$ cat src/sv/cprf_pkg.sv
`default_nettype none
// ============================================================================
// cprf_pkg
// Types and constants shared by the chunked program receiver.
// ============================================================================
package cprf_pkg;

    localparam int SIZE_W = 25;
    localparam int ADDR_W = 24;
    localparam int LEN_W  = 12;
    localparam int KIND_W = 4;

    localparam logic [63:0]       FNV_BASIS      = 64'hCBF29CE484222325;
    localparam logic [LEN_W-1:0]  INFO_LEN       = 12'd24;
    localparam logic [SIZE_W-1:0] MAX_SIZE_RST   = 25'd16777216;
    localparam logic [KIND_W-1:0] START_CODE_RST = 4'd1;
    localparam logic [KIND_W-1:0] CHUNK_CODE_RST = 4'd2;
    localparam logic [KIND_W-1:0] STOP_CODE_RST  = 4'd3;

    typedef enum logic [2:0] {
        PH_IDLE,
        PH_INFO,
        PH_CHUNK_WAIT,
        PH_CHUNK_DATA,
        PH_STOP_WAIT
    } t_phase;

    typedef enum logic [1:0] {
        ST_BUSY,
        ST_OK,
        ST_ABORT,
        ST_BADSUM
    } t_status;

    typedef enum logic [1:0] {
        CFG_MAX_SIZE,
        CFG_START_CODE,
        CFG_CHUNK_CODE,
        CFG_STOP_CODE
    } t_cfg_idx;

    typedef struct packed {
        logic              we;
        t_cfg_idx          addr;
        logic [SIZE_W-1:0] data;
    } t_cfg_wr;

    typedef struct packed {
        logic              command;
        logic [KIND_W-1:0] message_kind;
        logic [LEN_W-1:0]  message_length;
        logic [7:0]        data_byte;
    } t_item;

    typedef struct packed {
        logic              write_valid;
        logic [ADDR_W-1:0] write_address;
        logic [7:0]        write_byte;
        t_status           status;
        logic [SIZE_W-1:0] received_size;
    } t_result;

endpackage
`default_nettype wire

$ cat src/sv/cprf_if.sv
`default_nettype none
// ============================================================================
// cprf_in_if / cprf_out_if
// Valid/ready channels for message items and for results.
// ============================================================================
interface cprf_in_if;
    logic        valid;
    logic        ready;
    logic        command;
    logic [3:0]  message_kind;
    logic [11:0] message_length;
    logic [7:0]  data_byte;

    modport source (output valid, command, message_kind, message_length, data_byte,
                    input ready);
    modport sink   (input valid, command, message_kind, message_length, data_byte,
                    output ready);
endinterface

interface cprf_out_if;
    logic        valid;
    logic        ready;
    logic        write_valid;
    logic [23:0] write_address;
    logic [7:0]  write_byte;
    logic [1:0]  status;
    logic [24:0] received_size;

    modport source (output valid, write_valid, write_address, write_byte, status,
                    received_size, input ready);
    modport sink   (input valid, write_valid, write_address, write_byte, status,
                    received_size, output ready);
endinterface
`default_nettype wire

$ cat src/sv/cprf_skid.sv
`default_nettype none
// ============================================================================
// cprf_skid
// Two-entry result buffer with a registered ready toward the core.
// ============================================================================
module cprf_skid
    import cprf_pkg::*;
(
    input  wire logic    i_clk,
    input  wire logic    i_rst_n,
    input  wire logic    i_valid,
    output logic         o_ready,
    input  wire t_result i_data,
    output logic         o_valid,
    input  wire logic    i_ready,
    output t_result      o_data
);

    logic    r_main_valid, n_main_valid;
    logic    r_skid_valid, n_skid_valid;
    t_result r_main, n_main;
    t_result r_skid, n_skid;
    logic    w_take;
    logic    w_load;

    assign o_ready = !r_skid_valid;
    assign o_valid = r_main_valid;
    assign o_data  = r_main;
    assign w_take  = r_main_valid && i_ready;
    assign w_load  = i_valid && !r_skid_valid;

    always_comb begin
        n_main_valid = r_main_valid;
        n_skid_valid = r_skid_valid;
        n_main       = r_main;
        n_skid       = r_skid;
        if (w_load) begin
            if (!r_main_valid || w_take) begin
                n_main       = i_data;
                n_main_valid = 1'b1;
            end else begin
                n_skid       = i_data;
                n_skid_valid = 1'b1;
            end
        end else if (w_take) begin
            if (r_skid_valid) begin
                n_main       = r_skid;
                n_skid_valid = 1'b0;
            end else begin
                n_main_valid = 1'b0;
            end
        end
    end

    always_ff @(posedge i_clk) begin
        if (!i_rst_n) begin
            r_main_valid <= 1'b0;
            r_skid_valid <= 1'b0;
        end else begin
            r_main_valid <= n_main_valid;
            r_skid_valid <= n_skid_valid;
        end
        r_main <= n_main;
        r_skid <= n_skid;
    end

endmodule
`default_nettype wire

$ cat src/sv/cprf_core.sv
`default_nettype none
// ============================================================================
// cprf_core
// Transfer state, configuration registers and per-beat result logic.
// ============================================================================
module cprf_core
    import cprf_pkg::*;
#(
    parameter int ADDR_BITS = 24
) (
    input  wire logic    i_clk,
    input  wire logic    i_rst_n,
    input  wire t_cfg_wr i_cfg,
    input  wire logic    i_fire,
    input  wire t_item   i_item,
    output t_result      o_result
);

    localparam int ADDR_KEEP = (ADDR_BITS < ADDR_W) ? ADDR_BITS : ADDR_W;
    localparam logic [ADDR_W-1:0] ADDR_MASK =
        ADDR_W'((ADDR_W+1)'(1) << ADDR_KEEP) - ADDR_W'(1);

    function automatic logic [63:0] fnv_step(input logic [63:0] h, input logic [7:0] b);
        logic [63:0] x;
        x = h ^ {56'd0, b};
        return x + (x << 1) + (x << 4) + (x << 5) + (x << 7) + (x << 8) + (x << 40);
    endfunction

    logic [SIZE_W-1:0] r_max_size;
    logic [KIND_W-1:0] r_start_code;
    logic [KIND_W-1:0] r_chunk_code;
    logic [KIND_W-1:0] r_stop_code;

    t_phase            r_phase, n_phase;
    logic [LEN_W-1:0]  r_bytes_left, n_bytes_left;
    logic [4:0]        r_info_idx, n_info_idx;
    logic [63:0]       r_total, n_total;
    logic [63:0]       r_chunks, n_chunks;
    logic [63:0]       r_exp_hash, n_exp_hash;
    logic [63:0]       r_hash, n_hash;
    logic [SIZE_W-1:0] r_offset, n_offset;

    logic [63:0]      w_byte_sh;
    logic [63:0]      w_total_upd;
    logic [63:0]      w_chunks_upd;
    logic [63:0]      w_exp_upd;
    logic [63:0]      w_chunks_dec;
    logic [LEN_W-1:0] w_bytes_dec;
    logic             w_overrun;
    logic             w_total_big;
    logic             w_left;

    assign w_byte_sh    = {56'd0, i_item.data_byte} << {r_info_idx[2:0], 3'b000};
    assign w_total_upd  = (r_info_idx[4:3] == 2'd0) ? (r_total | w_byte_sh) : r_total;
    assign w_chunks_upd = (r_info_idx[4:3] == 2'd1) ? (r_chunks | w_byte_sh) : r_chunks;
    assign w_exp_upd    = (r_info_idx[4] == 1'b1) ? (r_exp_hash | w_byte_sh) : r_exp_hash;
    assign w_chunks_dec = r_chunks - 64'd1;
    assign w_bytes_dec  = r_bytes_left - LEN_W'(1);
    assign w_overrun    = ({39'd0, r_offset} + {52'd0, i_item.message_length}) > r_total;
    assign w_total_big  = w_total_upd > {39'd0, r_max_size};
    assign w_left       = (r_bytes_left != '0);

    always_comb begin
        n_phase      = r_phase;
        n_bytes_left = r_bytes_left;
        n_info_idx   = r_info_idx;
        n_total      = r_total;
        n_chunks     = r_chunks;
        n_exp_hash   = r_exp_hash;
        n_hash       = r_hash;
        n_offset     = r_offset;
        if (i_fire) begin
            if (!i_item.command) begin
                if (r_phase == PH_IDLE) begin
                    if (i_item.message_kind == r_start_code &&
                        i_item.message_length == INFO_LEN) begin
                        n_phase      = PH_INFO;
                        n_bytes_left = i_item.message_length;
                        n_info_idx   = '0;
                        n_total      = '0;
                        n_chunks     = '0;
                        n_exp_hash   = '0;
                        n_hash       = FNV_BASIS;
                        n_offset     = '0;
                    end
                end else if (w_left) begin
                    n_phase = PH_IDLE;
                end else if (r_phase == PH_CHUNK_WAIT) begin
                    if (i_item.message_kind != r_chunk_code || w_overrun) begin
                        n_phase = PH_IDLE;
                    end else if (i_item.message_length == '0) begin
                        n_chunks = w_chunks_dec;
                        n_phase  = (w_chunks_dec == '0) ? PH_STOP_WAIT : PH_CHUNK_WAIT;
                    end else begin
                        n_bytes_left = i_item.message_length;
                        n_phase      = PH_CHUNK_DATA;
                    end
                end else begin
                    n_phase = PH_IDLE;
                end
                if (n_phase == PH_IDLE) begin
                    n_bytes_left = '0;
                end
            end else if (r_phase == PH_INFO && w_left) begin
                n_total      = w_total_upd;
                n_chunks     = w_chunks_upd;
                n_exp_hash   = w_exp_upd;
                n_info_idx   = r_info_idx + 5'd1;
                n_bytes_left = w_bytes_dec;
                if (w_bytes_dec == '0) begin
                    if (w_total_big) begin
                        n_phase = PH_IDLE;
                    end else begin
                        n_phase = (w_chunks_upd == '0) ? PH_STOP_WAIT : PH_CHUNK_WAIT;
                    end
                end
            end else if (r_phase == PH_CHUNK_DATA && w_left) begin
                n_hash       = fnv_step(r_hash, i_item.data_byte);
                n_offset     = r_offset + SIZE_W'(1);
                n_bytes_left = w_bytes_dec;
                if (w_bytes_dec == '0) begin
                    n_chunks = w_chunks_dec;
                    n_phase  = (w_chunks_dec == '0) ? PH_STOP_WAIT : PH_CHUNK_WAIT;
                end
            end
        end
    end

    always_comb begin
        o_result = '0;
        if (!i_item.command) begin
            if (r_phase == PH_IDLE) begin
                if (i_item.message_kind == r_start_code &&
                    i_item.message_length != INFO_LEN) begin
                    o_result.status = ST_ABORT;
                end
            end else if (w_left) begin
                o_result.status = ST_ABORT;
            end else if (r_phase == PH_CHUNK_WAIT) begin
                if (i_item.message_kind != r_chunk_code || w_overrun) begin
                    o_result.status = ST_ABORT;
                end
            end else if (r_phase == PH_STOP_WAIT) begin
                if (i_item.message_kind != r_stop_code) begin
                    o_result.status = ST_ABORT;
                end else begin
                    o_result.received_size = r_offset;
                    o_result.status        = (r_hash == r_exp_hash) ? ST_OK : ST_BADSUM;
                end
            end else begin
                o_result.status = ST_ABORT;
            end
        end else if (r_phase == PH_INFO && w_left) begin
            if (w_bytes_dec == '0 && w_total_big) begin
                o_result.status = ST_ABORT;
            end
        end else if (r_phase == PH_CHUNK_DATA && w_left) begin
            o_result.write_valid   = 1'b1;
            o_result.write_address = r_offset[ADDR_W-1:0] & ADDR_MASK;
            o_result.write_byte    = i_item.data_byte;
        end
    end

    always_ff @(posedge i_clk) begin
        if (!i_rst_n) begin
            r_max_size   <= MAX_SIZE_RST;
            r_start_code <= START_CODE_RST;
            r_chunk_code <= CHUNK_CODE_RST;
            r_stop_code  <= STOP_CODE_RST;
            r_phase      <= PH_IDLE;
            r_bytes_left <= '0;
            r_info_idx   <= '0;
            r_total      <= '0;
            r_chunks     <= '0;
            r_exp_hash   <= '0;
            r_hash       <= FNV_BASIS;
            r_offset     <= '0;
        end else begin
            if (i_cfg.we) begin
                case (i_cfg.addr)
                    CFG_MAX_SIZE:   r_max_size   <= i_cfg.data;
                    CFG_START_CODE: r_start_code <= i_cfg.data[KIND_W-1:0];
                    CFG_CHUNK_CODE: r_chunk_code <= i_cfg.data[KIND_W-1:0];
                    CFG_STOP_CODE:  r_stop_code  <= i_cfg.data[KIND_W-1:0];
                    default: begin
                    end
                endcase
            end
            r_phase      <= n_phase;
            r_bytes_left <= n_bytes_left;
            r_info_idx   <= n_info_idx;
            r_total      <= n_total;
            r_chunks     <= n_chunks;
            r_exp_hash   <= n_exp_hash;
            r_hash       <= n_hash;
            r_offset     <= n_offset;
        end
    end

`ifndef SYNTHESIS
    a_idle_no_bytes: assert property (@(posedge i_clk) disable iff (!i_rst_n)
        r_phase == PH_IDLE |-> r_bytes_left == '0)
        else $error("bytes pending while idle");

    a_offset_in_total: assert property (@(posedge i_clk) disable iff (!i_rst_n)
        (r_phase == PH_CHUNK_WAIT || r_phase == PH_CHUNK_DATA || r_phase == PH_STOP_WAIT)
        |-> {39'd0, r_offset} <= r_total)
        else $error("write offset beyond announced total");

    a_write_advances: assert property (@(posedge i_clk) disable iff (!i_rst_n)
        i_fire && o_result.write_valid |=> r_offset == $past(r_offset) + SIZE_W'(1))
        else $error("write offset did not advance after a stored byte");

    a_write_busy: assert property (@(posedge i_clk) disable iff (!i_rst_n)
        i_fire && o_result.write_valid |-> o_result.status == ST_BUSY &&
        o_result.received_size == '0)
        else $error("stored byte carries a final status");
`endif

endmodule
`default_nettype wire

$ cat src/sv/chunked_program_receiver_fnv.sv
`default_nettype none
// ============================================================================
// chunked_program_receiver_fnv
// Receives a chunked program transfer, emits byte writes and checks the
// FNV-1a-64 hash of the received data against the announced one.
//
//   Channel  Dir  Handshake      Payload
//   i_req    in   valid/ready    command, message_kind, message_length, data_byte
//   o_rsp    out  valid/ready    write_valid, write_address, write_byte, status,
//                                received_size
//   i_cfg_*  in   write enable   register index, write data
//
// Every beat yields one result, which is registered in the output buffer.
// One beat can be accepted in every cycle while i_req.ready is high; the hash
// update and all state changes complete in the accepting cycle.
// A two-entry output buffer keeps i_req.ready registered; it drops only while
// two results wait for o_rsp.
// Synchronous reset clears the transfer state and restores register defaults.
// ============================================================================
module chunked_program_receiver_fnv
    import cprf_pkg::*;
#(
    parameter int ADDR_BITS = 24
) (
    input  wire logic        i_clk,
    input  wire logic        i_rst_n,
    cprf_in_if.sink          i_req,
    cprf_out_if.source       o_rsp,
    input  wire logic        i_cfg_we,
    input  wire logic [1:0]  i_cfg_addr,
    input  wire logic [24:0] i_cfg_data
);

    t_cfg_wr w_cfg;
    t_item   w_item;
    t_result w_result;
    t_result w_out;
    logic    w_fire;
    logic    w_ready;

    assign w_cfg.we   = i_cfg_we;
    assign w_cfg.addr = t_cfg_idx'(i_cfg_addr);
    assign w_cfg.data = i_cfg_data;

    assign w_item.command        = i_req.command;
    assign w_item.message_kind   = i_req.message_kind;
    assign w_item.message_length = i_req.message_length;
    assign w_item.data_byte      = i_req.data_byte;

    assign i_req.ready = w_ready;
    assign w_fire      = i_req.valid && w_ready;

    cprf_core #(
        .ADDR_BITS (ADDR_BITS)
    ) u_core (
        .i_clk    (i_clk),
        .i_rst_n  (i_rst_n),
        .i_cfg    (w_cfg),
        .i_fire   (w_fire),
        .i_item   (w_item),
        .o_result (w_result)
    );

    cprf_skid u_skid (
        .i_clk   (i_clk),
        .i_rst_n (i_rst_n),
        .i_valid (w_fire),
        .o_ready (w_ready),
        .i_data  (w_result),
        .o_valid (o_rsp.valid),
        .i_ready (o_rsp.ready),
        .o_data  (w_out)
    );

    assign o_rsp.write_valid   = w_out.write_valid;
    assign o_rsp.write_address = w_out.write_address;
    assign o_rsp.write_byte    = w_out.write_byte;
    assign o_rsp.status        = w_out.status;
    assign o_rsp.received_size = w_out.received_size;

endmodule
`default_nettype wire
$ cat src/flat_wrapper.sv
// flat-port wrapper written by rule: the top's interface ports become plain ports
module chunked_program_receiver_fnv_flat import cprf_pkg::*;
#(
    parameter int ADDR_BITS = 24
)
  (i_clk, i_rst_n, i_cfg_we, i_cfg_addr, i_cfg_data, i_req_valid, i_req_command, i_req_message_kind, i_req_message_length, i_req_data_byte, i_req_ready, o_rsp_valid, o_rsp_write_valid, o_rsp_write_address, o_rsp_write_byte, o_rsp_status, o_rsp_received_size, o_rsp_ready);
  cprf_in_if i_req_i ();
  cprf_out_if o_rsp_i ();
  input  wire logic i_clk;
  input  wire logic i_rst_n;
  input  wire logic i_cfg_we;
  input  wire logic [1:0] i_cfg_addr;
  input  wire logic [24:0] i_cfg_data;
  input wire logic [$bits(i_req_i.valid)-1:0] i_req_valid;
  input wire logic [$bits(i_req_i.command)-1:0] i_req_command;
  input wire logic [$bits(i_req_i.message_kind)-1:0] i_req_message_kind;
  input wire logic [$bits(i_req_i.message_length)-1:0] i_req_message_length;
  input wire logic [$bits(i_req_i.data_byte)-1:0] i_req_data_byte;
  output wire logic [$bits(i_req_i.ready)-1:0] i_req_ready;
  output wire logic [$bits(o_rsp_i.valid)-1:0] o_rsp_valid;
  output wire logic [$bits(o_rsp_i.write_valid)-1:0] o_rsp_write_valid;
  output wire logic [$bits(o_rsp_i.write_address)-1:0] o_rsp_write_address;
  output wire logic [$bits(o_rsp_i.write_byte)-1:0] o_rsp_write_byte;
  output wire logic [$bits(o_rsp_i.status)-1:0] o_rsp_status;
  output wire logic [$bits(o_rsp_i.received_size)-1:0] o_rsp_received_size;
  input wire logic [$bits(o_rsp_i.ready)-1:0] o_rsp_ready;
  assign i_req_i.valid = i_req_valid;
  assign i_req_i.command = i_req_command;
  assign i_req_i.message_kind = i_req_message_kind;
  assign i_req_i.message_length = i_req_message_length;
  assign i_req_i.data_byte = i_req_data_byte;
  assign i_req_ready = i_req_i.ready;
  assign o_rsp_valid = o_rsp_i.valid;
  assign o_rsp_write_valid = o_rsp_i.write_valid;
  assign o_rsp_write_address = o_rsp_i.write_address;
  assign o_rsp_write_byte = o_rsp_i.write_byte;
  assign o_rsp_status = o_rsp_i.status;
  assign o_rsp_received_size = o_rsp_i.received_size;
  assign o_rsp_i.ready = o_rsp_ready;
  chunked_program_receiver_fnv #(.ADDR_BITS(ADDR_BITS)) u_core (.i_clk(i_clk), .i_rst_n(i_rst_n), .i_req(i_req_i), .o_rsp(o_rsp_i), .i_cfg_we(i_cfg_we), .i_cfg_addr(i_cfg_addr), .i_cfg_data(i_cfg_data));
endmodule
$ cat config.mk
export PLATFORM = sky130hd
export DESIGN_NAME = chunked_program_receiver_fnv_flat
export DESIGN_NICKNAME = d
export VERILOG_FILES = /design/src/sv/cprf_pkg.sv /design/src/sv/cprf_if.sv /design/src/sv/cprf_skid.sv /design/src/sv/cprf_core.sv /design/src/sv/chunked_program_receiver_fnv.sv /design/src/flat_wrapper.sv
export SDC_FILE = /design/constraint.sdc
export NUM_CORES = 2
export LEC_CHECK = 0
export BUFFER_PORTS_ARGS = -buffer_cell sky130_fd_sc_hd__buf_2
export CAP_MARGIN = 20
export CORE_MARGIN = 5
export CORE_UTILIZATION = 30
export CTS_CLUSTER_SIZE = 40
export DETAILED_ROUTE_END_ITERATION = 6
export SYNTH_ARGS = -nofsm -noshare
export SYNTH_HDL_FRONTEND = slang
export SYNTH_HIERARCHICAL = 1
export SYNTH_SLANG_ARGS = --single-unit
$ cat constraint.sdc
create_clock -name i_clk -period 9.2 [get_ports i_clk]
set_input_delay 0 -clock i_clk [delete_from_list [all_inputs] [get_ports i_clk]]
set_output_delay 0 -clock i_clk [all_outputs]
set_load 0.005 [all_outputs]
==> flow_summary.toml <==
[route]
route.detailed.drc = 0
wirelength_um = 99300
drtIter0Drc = 2811
ant_nets = 0
viasPerCell = 5.37
via_count = 26900
wl_per_cell_um = 19.8
drt-pass1-iter-count = 6

[clock_network]
cts_setup_buffers = 0
cts_made_buffers = 53
cts.repair.resized = 0
clkSinkCount = 460
cts-root-buf = "clkbuf_16"
path_clk_slew_ns = 0.06
cts_buffer_depth = 3
clock_latency_ns = 0.63
cts-hold-fix-buffers = 70
h-tree-depth = 2
cts_tree = "yes"

[worst_setup_path]
worstPathMaxFanout = 82
start_kind = "flip-flop"
arrival_ns = 7.27
rr_endpoint = "u_core/u_core/r_chunks[38]"
crit_type = "flip-flop to flip-flop"
r2r-start = "u_core/u_core/r_offset[0]"
reg2reg_slack_ns = 2.45
end_kind = "flip-flop"
reg2regPathDepth = 24
required_ns = 9.72

[global_route]
grt_pass1_vias = 26400
grt_max_degree = 105
grt_overflow = 0
grt_pass1_wl_um = 155000
antenna_found_initial = 8
grt_usage_pct = 16.7

[floorplan]
start_util_pct = 30.1
ios = 119
coreArea_um2 = 109000
die_h_um = 340
die_area_um2 = 116000
rows = 121
die_x_um = 340

[run]
max_cap_viol_count = 0

[synth]
syn_area_per_cell_um2 = 9.48
synth_cells = 3448
yosysSeqAreaShare_pct = 31.9
async_flop_share_pct = 0
syn_area_um2 = 32700
ys_seq_elements = 460
yosysWarningCount = 6
yosysUniqueCellTypes = 91
synth_top_flop_cell = "dfxtp_1"
synth-edff-count = 120
syn_nets = 3932

[sta]
period_minus_slack_ns = 6.75
finClkSkew_ns = 0.0505
worst_pin_slew_ns = 1.12
setup_viol_count_final = 0
hold_violations = 0
slew_headroom_pct = 25.2
slew_viol_final = 0
clock.fmax_mhz = 148
rsz0062_at_grt = "false"
fin_setup_tns_ns = 0
finalCritPeriodShare_pct = 73.4

[hold_path]
hold_start = "i_req_data_byte[7]"
hp-class = "input pin to flip-flop"
hold_path_depth = 4
hold_end = "u_core/u_core/r_total[31]"

[pwr]
p_leak_nw = 14.5
p_per_area_nw_per_um2 = 151
ir_drop_uv = 112

[placement]
gp_congestion = 0.918
io_buffer_count = 118
dpl.hpwl_um = 72400

[cells_and_area]
fin_util_pct = 34.3
layout-area-overhead-vs-synth_pct = 13.8
nets = 4037
drive_above_1_share_pct = 10.1

[status]
status = "complete, no violations"
[through the flow]
| step | power, mW | hold slack [ns] | cells | cell area (µm²) | worst slack (ns) |
|---|---|---|---|---|---|
| final | 5.60 | 0.0522 | 5013 | 37200 | 2.45 |
| after global placement | 3.41 | 0.246 | 4839 | 34700 | 2.58 |
| after CTS | 5.63 | 0.0170 | 5005 | 37100 | 2.47 |
| after detailed placement | 3.42 | 0.248 | 4839 | 34700 | 2.58 |
| after floorplan | 3.10 | 0.125 | 3448 | 32700 | 3.19 |
| after global routing | 5.85 | 0.0531 | 5008 | 37200 | 1.91 |
[logic make-up (layout without fill, tap and decap cells)]
| family | count (synthesis) | after routing | share of synthesized area, % |
|---|---|---|---|
| xor+xnor | 221 | 221 | 5.92 |
| buf+inv | 322 | 468 | 4.10 |
| compound gates | 829 | 829 | 16.2 |
| flops | 460 | 460 | 31.9 |
| other cells | 0 | 5 | 0 |
| mux | 77 | 77 | 3.26 |
| simple gates | 1112 | 1112 | 16.5 |
| fa+ha+maj | 427 | 427 | 22.1 |
[synthesized netlist by cell type, drive strengths merged (18+ instances only)]
cell type | instances | area (µm²)
buf | 24 | 221
a21oi | 292 | 1460
fa | 252 | 5040
nor2 | 355 | 1330
o21ai | 146 | 731
ha | 175 | 2190
nand3 | 74 | 370
or3 | 47 | 299
a21o | 60 | 450
xor2 | 80 | 701
and3 | 18 | 113
o2111a | 24 | 270
mux2 | 61 | 905
inv | 122 | 458
xnor2 | 141 | 1230
a211oi | 24 | 180
clkbuf | 175 | 658
dfxtp | 340 | 6810
o22ai | 29 | 181
o32ai | 20 | 175
a31oi | 45 | 282
nor3 | 75 | 375
a22oi | 43 | 323
edfxtp | 120 | 3600
nor4 | 51 | 347
nand4 | 58 | 363
nand2 | 256 | 961
and2 | 84 | 526
[sequential cells by signal, indices dropped and copies added (netlist names)]
signal and cells:
u_core/u_core/r_chunk_code 4, u_core/u_core/r_total 64, u_core/u_skid/r_skid_valid 1, u_core/u_core/r_offset 25, u_core/u_core/r_start_code 4, u_core/u_core/r_chunks 64, u_core/u_core/r_max_size 25, u_core/u_skid/o_data 60
u_core/u_skid/o_valid 1, u_core/u_core/r_exp_hash 64, u_core/u_skid/r_skid 60, u_core/u_core/r_stop_code 4, u_core/u_core/r_hash 64, u_core/u_core/r_bytes_left 12, u_core/u_core/r_phase 3, u_core/u_core/r_info_idx 5
[worst max path at each step]
stage	end	start	slack (ns)
after detailed placement	u_core/u_core/r_chunks[54]	u_core/u_core/r_offset[0]	2.58
after global placement	u_core/u_core/r_chunks[54]	u_core/u_core/r_offset[0]	2.58
after CTS	u_core/u_core/r_chunks[53]	u_core/u_core/r_offset[0]	2.47
after global routing	u_core/u_core/r_chunks[38]	u_core/u_core/r_offset[1]	1.91
after floorplan	u_core/u_skid/r_skid[0]	u_core/u_skid/r_skid_valid	3.19
final	u_core/u_core/r_chunks[38]	u_core/u_core/r_offset[0]	2.45
[cells in the final DEF, fill, tap and decap left out, types with 81 or more instances in the layout]
master	instances
and2_1	81
dfxtp_1	340
o21ai_0	144
edfxtp_1	120
inv_1	122
fa_1	252
ha_1	175
nor2_1	353
a21oi_1	292
nand2_1	255
xnor2_1	141
buf_2	119
[worst max-delay path, cell delays in order (launching register included)]
cell,delay [ns]
dfxtp_1,0.43
ha_1,0.21
inv_1,0.06
fa_1,0.40
nor2b_1,0.12
o21ai_0,0.10
a21boi_0,0.24
o21ai_0,0.13
a21boi_0,0.34
o2111ai_1,0.15
nand3_1,0.13
o2111ai_1,0.32
xnor2_1,0.24
ha_1,0.32
nand4_1,0.17
or4_1,0.57
or4_1,0.42
nand4b_1,0.11
nand3_1,0.10
o31ai_1,0.42
and2_2,0.24
buf_4,0.65
nand2_1,0.22
or3_1,0.36
a31oi_1,0.15
[per-layer routing]
| metal | part of all wire, % | global-route usage (%) | routed length, µm | up-vias |
|---|---|---|---|---|
| li1 | - | - | - | 12500 |
| met5 | 0.021 | 0 | 21 | - |
| met1 | 44 | 23.0 | 43900 | 13200 |
| met4 | 2.7 | 4.25 | 2660 | 4 |
| met3 | 6.9 | 2.53 | 6870 | 185 |
| met2 | 46 | 27.4 | 45900 | 976 |
[area by class of cell]
type                            instances  area, µm²
Antenna cell                            5       12.5
Clock buffer                           64       1410
Clock inverter                         32        368
Fill cell                           11000      71400
Inverter                              123        464
Multi-Input combinational cell       2666      21000
Sequential cell                       460      10400
Tap cell                             1414       1770
Timing Repair Buffer                  249       1760
[where the power goes]
group          internal (mW)  total, mW  switching (mW)
Clock                   1.26       2.17           0.911
Combinational          0.484       1.22           0.731
Sequential              2.16       2.21          0.0502
Note: power is estimated with default switching activity, not from simulation.
